==> src/hdl/sps_ram.sv <==
module sps_ram #(
  parameter int WIDTH = 8,
  parameter int DEPTH = 64
) (
  input  logic                     clk,
  input  logic                     we,
  input  logic [$clog2(DEPTH)-1:0] wa,
  input  logic [WIDTH-1:0]         wd,
  input  logic [$clog2(DEPTH)-1:0] ra,
  output logic [WIDTH-1:0]         rd
);
  logic [WIDTH-1:0] mem [DEPTH];

  always_ff @(posedge clk) begin
    if (we) begin
      mem[wa] <= wd;
    end
    rd <= mem[ra];
  end
endmodule

==> config.mk <==
export PLATFORM = sky130hd
export DESIGN_NAME = sps_ram
export DESIGN_NICKNAME = d
export VERILOG_FILES = /design/src/hdl/sps_ram.sv
export SDC_FILE = /design/constraint.sdc
export NUM_CORES = 1
export LEC_CHECK = 0
export BUFFER_PORTS_ARGS = -buffer_cell sky130_fd_sc_hd__buf_2
export CAP_MARGIN = 20
export CORE_UTILIZATION = 60
export CTS_CLUSTER_DIAMETER = 100
export DETAILED_ROUTE_END_ITERATION = 10
export GPL_ROUTABILITY_DRIVEN = 0
export GPL_TIMING_DRIVEN = 0
export HOLD_SLACK_MARGIN = 0.15
export MAX_ROUTING_LAYER = met4
export PLACE_DENSITY = 0.76
export REMOVE_ABC_BUFFERS = 1
export SETUP_SLACK_MARGIN = 0.1
export SLEW_MARGIN = 20
export SYNTH_ARGS = -nofsm -noshare
export SYNTH_HDL_FRONTEND = slang
export SYNTH_SLANG_ARGS = --single-unit
==> constraint.sdc <==
create_clock -name clk -period 4 [get_ports clk]
set_clock_uncertainty 0.15 [all_clocks]
set_input_delay 0.6 -clock clk [delete_from_list [all_inputs] [get_ports clk]]
set_output_delay 0.6 -clock clk [all_outputs]
set_load 0.1 [all_outputs]
==> impl_metrics.yaml, run 1 <==
global_route:
  grt_pass1_vias: 9613
  antenna_found_initial: 3
  grt_max_degree: 65
  overflow: 0
  track_usage_pct: 26.48
  grt_pass1_wl_um: 62020
finish:
  layout.nets: 997
  fin_area_um2: 22330
  area_growth_pct: 10.75
  drive_above_1_share_pct: 23.94
  final_cells: 1460
  fillers: 1992
die:
  die_h_um: 185.3
  initial_core_util_pct: 61.51
  boundaryPins: 30
  core_um2: 32780
  rows: 66
  die_x_um: 185.3
  die-area_um2: 34350
setup_path:
  worstPathArrival_ns: 3.19
  crit_type: "input pin to flip-flop"
  crit_chain: "buf_8 -> buf_16 -> mux4_2 -> nor2b_1 -> a2111oi_0 -> o41ai_1"
  critPathMaxStageDelay_ns: 0.80
  critical_path_required_ns: 4.23
  critical_path_buf_inv_count: 2
  cp_slowest_cell: "a2111oi_0"
  end_kind: "flip-flop"
  crit_fanout: 53
  critPathTopFamily: "compound AO/OA/AOI/OAI gates"
  start_kind: "input pin"
synthesis:
  yosysSeqAreaShare_pct: 77.03
  ys_async_sr_fraction_pct: 0
  syn_area_um2: 20170
  synth_area_leader_cell: "edfxtp_1"
  synth_top_area_share_pct: 76.24
  ys_ff_latch: 520
  ys.flop_type: "edfxtp_1"
  synth_cell_type_count: 40
  synth_area_leaders: "edfxtp_1 76%, mux4_2 14%, nor2_1 1.5%, mux2i_1 1.1%, dfxtp_1 0.79%"
  synth.avg_cell_area_um2: 21.45
  synth_edf_count: 512
  syn_inst: 940
  ys_warn_count: 0
place:
  numPlacedInstances: 1365
  place.port_buffers: 29
  pre_cts_ws_ns: 0.4000
  dpl_cell_area_um2: 20710
  hpwl_um: 23930
cts:
  clock_latency_ns: 0.56
  ctsResizeCount: 0
  h-tree-depth: 2
  cts_tree: "done"
  cts_root_buf: "clkbuf_16"
  ctsLongestPathBuffers: 3
  numCtsBuffers: 50
  cts.sinks: 520
  holdBufCountCts: 0
  postCtsSetupBuffers: 0
  clk_pin_slew_ns: 0.06
route:
  wl_per_cell_um: 28.88
  via_per_inst: 6.575
  drcViolationCount: 0
  first_iter_violations: 1352
  vias: 9599
  drtPass1Iterations: 5
  routed_wl_um: 42170
  postRouteAntennaNets: 0
power_and_ir_drop:
  leakage_nw: 6.922
  total_power_mw: 11.25
  ir_drop_uv: 343.5
  power.density_nw_per_um2: 503.8
sta:
  finalSetupViolCount: 0
  worst_pin_slew_ns: 0.9978
  min_period_over_period_pct: 74.04
  fmax_mhz: 337.6
  rsz0062_at_grt: "no"
  max-slew-margin-rel_pct: 33.24
  setup_tns_ns: 0
  hold_viol: 0
  slew_violations: 0
  timing.final.ws_setup_ns: 1.038
  finalCriticalPeriod_ns: 2.962
status:
  status: "completed"
hold_path:
  hp-class: "input pin to flip-flop"
run:
  maxCapViolCount: 0
## cell type report
class	count	area, µm²	area share (%)
Clock buffer	76	1473	6.594
Sequential cell	520	15530	69.56
Tap cell	442	553.0	2.476
Antenna cell	3	7.507	0.03361
Timing Repair Buffer	34	314.1	1.406
Clock inverter	16	125.1	0.5602
Multi-Input combinational cell	369	4327	19.37
## placed cells by master, fill, tap and decap left out, drive strengths merged, types with 6 or more instances in the layout
cell and n:
a221oi 6, buf 34, clkbuf 76, clkinv 13, dfxtp 8, edfxtp 512
mux2 13, mux2i 23, mux4 126, nand2 19, nand2b 7, nand3 13
nor2 83, nor2b 14, nor3 7, o221ai 8, o22ai 8
## per-layer routing
layer	wire length (µm)	GRT usage, %	vias to the layer above
met5	0	-	-
met4	1028	7.769	0
met3	4254	6.076	90
met2	20090	39.21	520
met1	16800	37.41	4979
li1	-	-	4010
## metrics by stage
stage               hold slack (ns)  util [%]
global placement             0.6847     62.68
CTS                          0.3160     68.04
finish                       0.3382     68.12
global route                 0.3427     68.12
detailed placement           0.6902     63.17
floorplan                    0.5489         -
## cell families after synthesis
group	after synthesis	synth area share, %
flip-flops	520	77.03
multiplexers	162	15.94
AND/OR/NAND/NOR	153	3.387
AO/OA/AOI/OAI	54	2.072
buffers and inverters	51	1.570
## worst reg2reg max path: stages, from the launching register on
cell and delay, ns:
edfxtp_1 0.36, mux4_2 0.46, nor2b_1 0.16, a2111oi_1 0.83, o41ai_1 0.28
## cell usage after synthesis, types with 2 or more instances
library cell / number
o32ai_1: 2
o41ai_1: 2
mux2i_1: 23
buf_1: 4
o21a_1: 2
a211oi_1: 4
a2111oi_0: 2
buf_2: 11
nand2b_1: 7
nor2b_1: 14
nor3_1: 7
a221oi_1: 6
nand3_1: 13
o221ai_1: 8
nand3b_1: 3
mux2_2: 13
o21ai_1: 2
buf_6: 4
nand2_1: 19
o2111ai_1: 3
o21ai_0: 2
o221a_2: 2
mux4_2: 126
clkbuf_1: 17
o2bb2ai_1: 3
dfxtp_1: 8
nand4_1: 2
o22ai_1: 8
buf_12: 2
nor2_1: 83
edfxtp_1: 512
nor4_1: 2
a21oi_1: 3
buf_4: 13
a22oi_1: 3
## worst paths after layout
path            to  depth (start not counted)  slack [ns]        from
max          rd[3]                          6        1.04       ra[0]
min          rd[0]                          3        0.34       ra[5]
max reg2reg  rd[5]                          4        1.58   mem[3][5]
min reg2reg  rd[4]                          3        0.71  mem[30][4]
## flip-flops by register name, indices dropped and copies added, names as in the netlist
name  count
mem     512
rd        8
## report_power, final
part | leakage [nW] | total, mW | internal, mW | switching [mW]
registers | 4.67 | 6.04 | 6.03 | 0.0114
clock network | 0.780 | 4.59 | 2.66 | 1.93
logic | 1.47 | 0.620 | 0.207 | 0.413
total | 6.92 | 11.3 | 8.90 | 2.35
(Power assumes the default switching activity.)
==> inputs of run 2 (changes only) <==
--- a/config.mk
+++ b/config.mk
@@ -7,14 +7,14 @@
 export LEC_CHECK = 0
 export BUFFER_PORTS_ARGS = -buffer_cell sky130_fd_sc_hd__buf_2
 export CAP_MARGIN = 20
-export CORE_UTILIZATION = 60
+export CORE_UTILIZATION = 56
 export CTS_CLUSTER_DIAMETER = 100
 export DETAILED_ROUTE_END_ITERATION = 10
 export GPL_ROUTABILITY_DRIVEN = 0
 export GPL_TIMING_DRIVEN = 0
 export HOLD_SLACK_MARGIN = 0.15
 export MAX_ROUTING_LAYER = met4
-export PLACE_DENSITY = 0.76
+export PLACE_DENSITY = 0.75
 export REMOVE_ABC_BUFFERS = 1
 export SETUP_SLACK_MARGIN = 0.1
 export SLEW_MARGIN = 20
==> constraint.sdc (replaced) <==
create_clock -name clk -period 2.5 [get_ports clk]
set_clock_uncertainty 0.15 [all_clocks]
set_input_delay 0.375 -clock clk [delete_from_list [all_inputs] [get_ports clk]]
set_output_delay 0.375 -clock clk [all_outputs]
set_load 0.1 [all_outputs]
==> impl_metrics.yaml, run 2 (synthesized netlist as in run 1, its figures left out) <==
finish:
  most-common-layout-cells: "512 x edfxtp_1, 126 x mux4_2, 83 x nor2_1"
  utilization_pct: 63.10
  layout_commonest_cell: "edfxtp_1"
  largest_reg_flops: 512
  ff_latch_area_um2: 15530
  multi_input_area_um2: 4330
  drive_above_1_share_pct: 23.89
  layout.nets: 1001
  area_growth_pct: 11.02
  reg_top3: "mem (512), rd (8)"
  largest-register: "mem"
  fillers: 2299
route:
  postRouteAntennaNets: 0
  dr_wl_met2_um: 20600
  wl_per_cell_um: 28.97
  first_iter_violations: 1094
  wl_met1_um: 17190
  drtPass1Iterations: 5
  routed_wl_um: 42870
  drcViolationCount: 0
  top_layer_used: "met4"
  via_per_inst: 6.536
  vias: 9674
  dr_wl_met3_um: 4061
sta:
  finalCriticalPeriod_ns: 2.322
  fmax_mhz: 430.8
  hold_viol: 0
  worst_pin_slew_ns: 0.9854
  setup_tns_ns: 0
  rsz0062_at_grt: "no"
  finalSetupViolCount: 0
  min_period_over_period_pct: 92.86
  slew_violations: 0
  max-slew-margin-rel_pct: 32.61
power_and_ir_drop:
  power_switching_mw: 3.749
  power.density_nw_per_um2: 790.3
  leakage_nw: 6.939
  swShare_pct: 21.19
  p_clk_share_pct: 39.5
  p_int_mw: 13.95
  ir_drop_uv: 636.1
  power_frac_seq_pct: 54.7
  share_comb_of_total_power_pct: 5.8
setup_path:
  start_kind: "input pin"
  worstPathArrival_ns: 2.60
  critical_path_required_ns: 2.78
  end_kind: "flip-flop"
  crit_type: "input pin to flip-flop"
  reg2reg_slack_ns: 0.18
  crit_fanout: 29
  reg2reg_depth: 4
cts:
  cts_root_buf: "clkbuf_16"
  cts.sinks: 520
  numCtsBuffers: 50
  clk_pin_slew_ns: 0.06
  cts_tree: "done"
  clock_latency_ns: 0.57
  ctsLongestPathBuffers: 3
  h-tree-depth: 2
global_route:
  grt_pass1_vias: 9756
  overflow: 0
  grt_max_degree: 65
  track_usage_pct: 24.84
  antenna_found_initial: 2
  grt_pass1_wl_um: 62830
die:
  die-area_um2: 36780
  core_um2: 35480
  rows: 69
  die_x_um: 191.8
  boundaryPins: 30
  initial_core_util_pct: 56.84
  die_h_um: 191.8
hold_path:
  hp-class: "input pin to flip-flop"
  holdPathStages: 1
run:
  maxCapViolCount: 0
status:
  status: "completed"
place:
  hpwl_um: 23740
  place.port_buffers: 29
-- run 2: path summary, 6_finish.rpt --
check / to / startpoint
max: rd[5] / ra[0]
min: mem[20][5] / wd[5]
max reg2reg: rd[3] / mem[3][3]
min reg2reg: rd[4] / mem[31][4]
-- run 2: area by class of cell --
type                            instances  area share (%)
Antenna cell                            2         0.02235
Clock buffer                           66           5.951
Clock inverter                         24          0.7265
Multi-Input combinational cell        369           19.34
Sequential cell                       520           69.38
Tap cell                              461           2.576
Timing Repair Buffer                   38           2.001
-- run 2: worst max-delay path, cell delays in order --
cell and delay (ns):
buf_16 0.18, buf_16 0.21, buf_16 0.24, mux4_2 0.57
mux4_2 0.54, o21ai_1 0.27, o41ai_1 0.14
-- run 2: through the flow --
step | area (µm²) | power [mW] | hold WS (ns) | std cells | setup slack (ns)
after global routing | 22390 | 18.14 | 0.2313 | 1480 | 0.07390
after floorplan | 19850 | 10.35 | 0.3239 | 889 | 0.6136
after CTS | 22330 | 17.75 | 0.2115 | 1477 | 0.1273
final | 22390 | 17.69 | 0.2072 | 1480 | 0.1785
after global placement | 20570 | 10.84 | 0.6415 | 1379 | -3.831
after detailed placement | 20710 | 10.85 | 0.6470 | 1383 | -1.113
-- run 2: power by group through the flow --
stage / Sequential [mW] / Combinational, mW / Clock, mW
finish: 9.68 / 1.03 / 6.98
global route: 9.68 / 1.09 / 7.38
CTS: 9.68 / 1.02 / 7.05
detailed placement: 9.87 / 0.984 / 0
global placement: 9.86 / 0.982 / 0
floorplan: 9.97 / 0.374 / 0
-- run 2: repair_timing --
item,4_1_cts,5_1_grt
endpoints found under the hold margin,6,0
setup endpoints to repair,7,5
cloned,3,1
hold buffers,1,0
setup buffers,0,0
resized for setup,6,2
-- run 2: routing by layer --
layer	vias to the layer above	global-route usage [%]
li1	4015	-
met1	5070	34.89
met2	516	36.98
met3	73	5.628
met4	0	7.082
met5	-	-
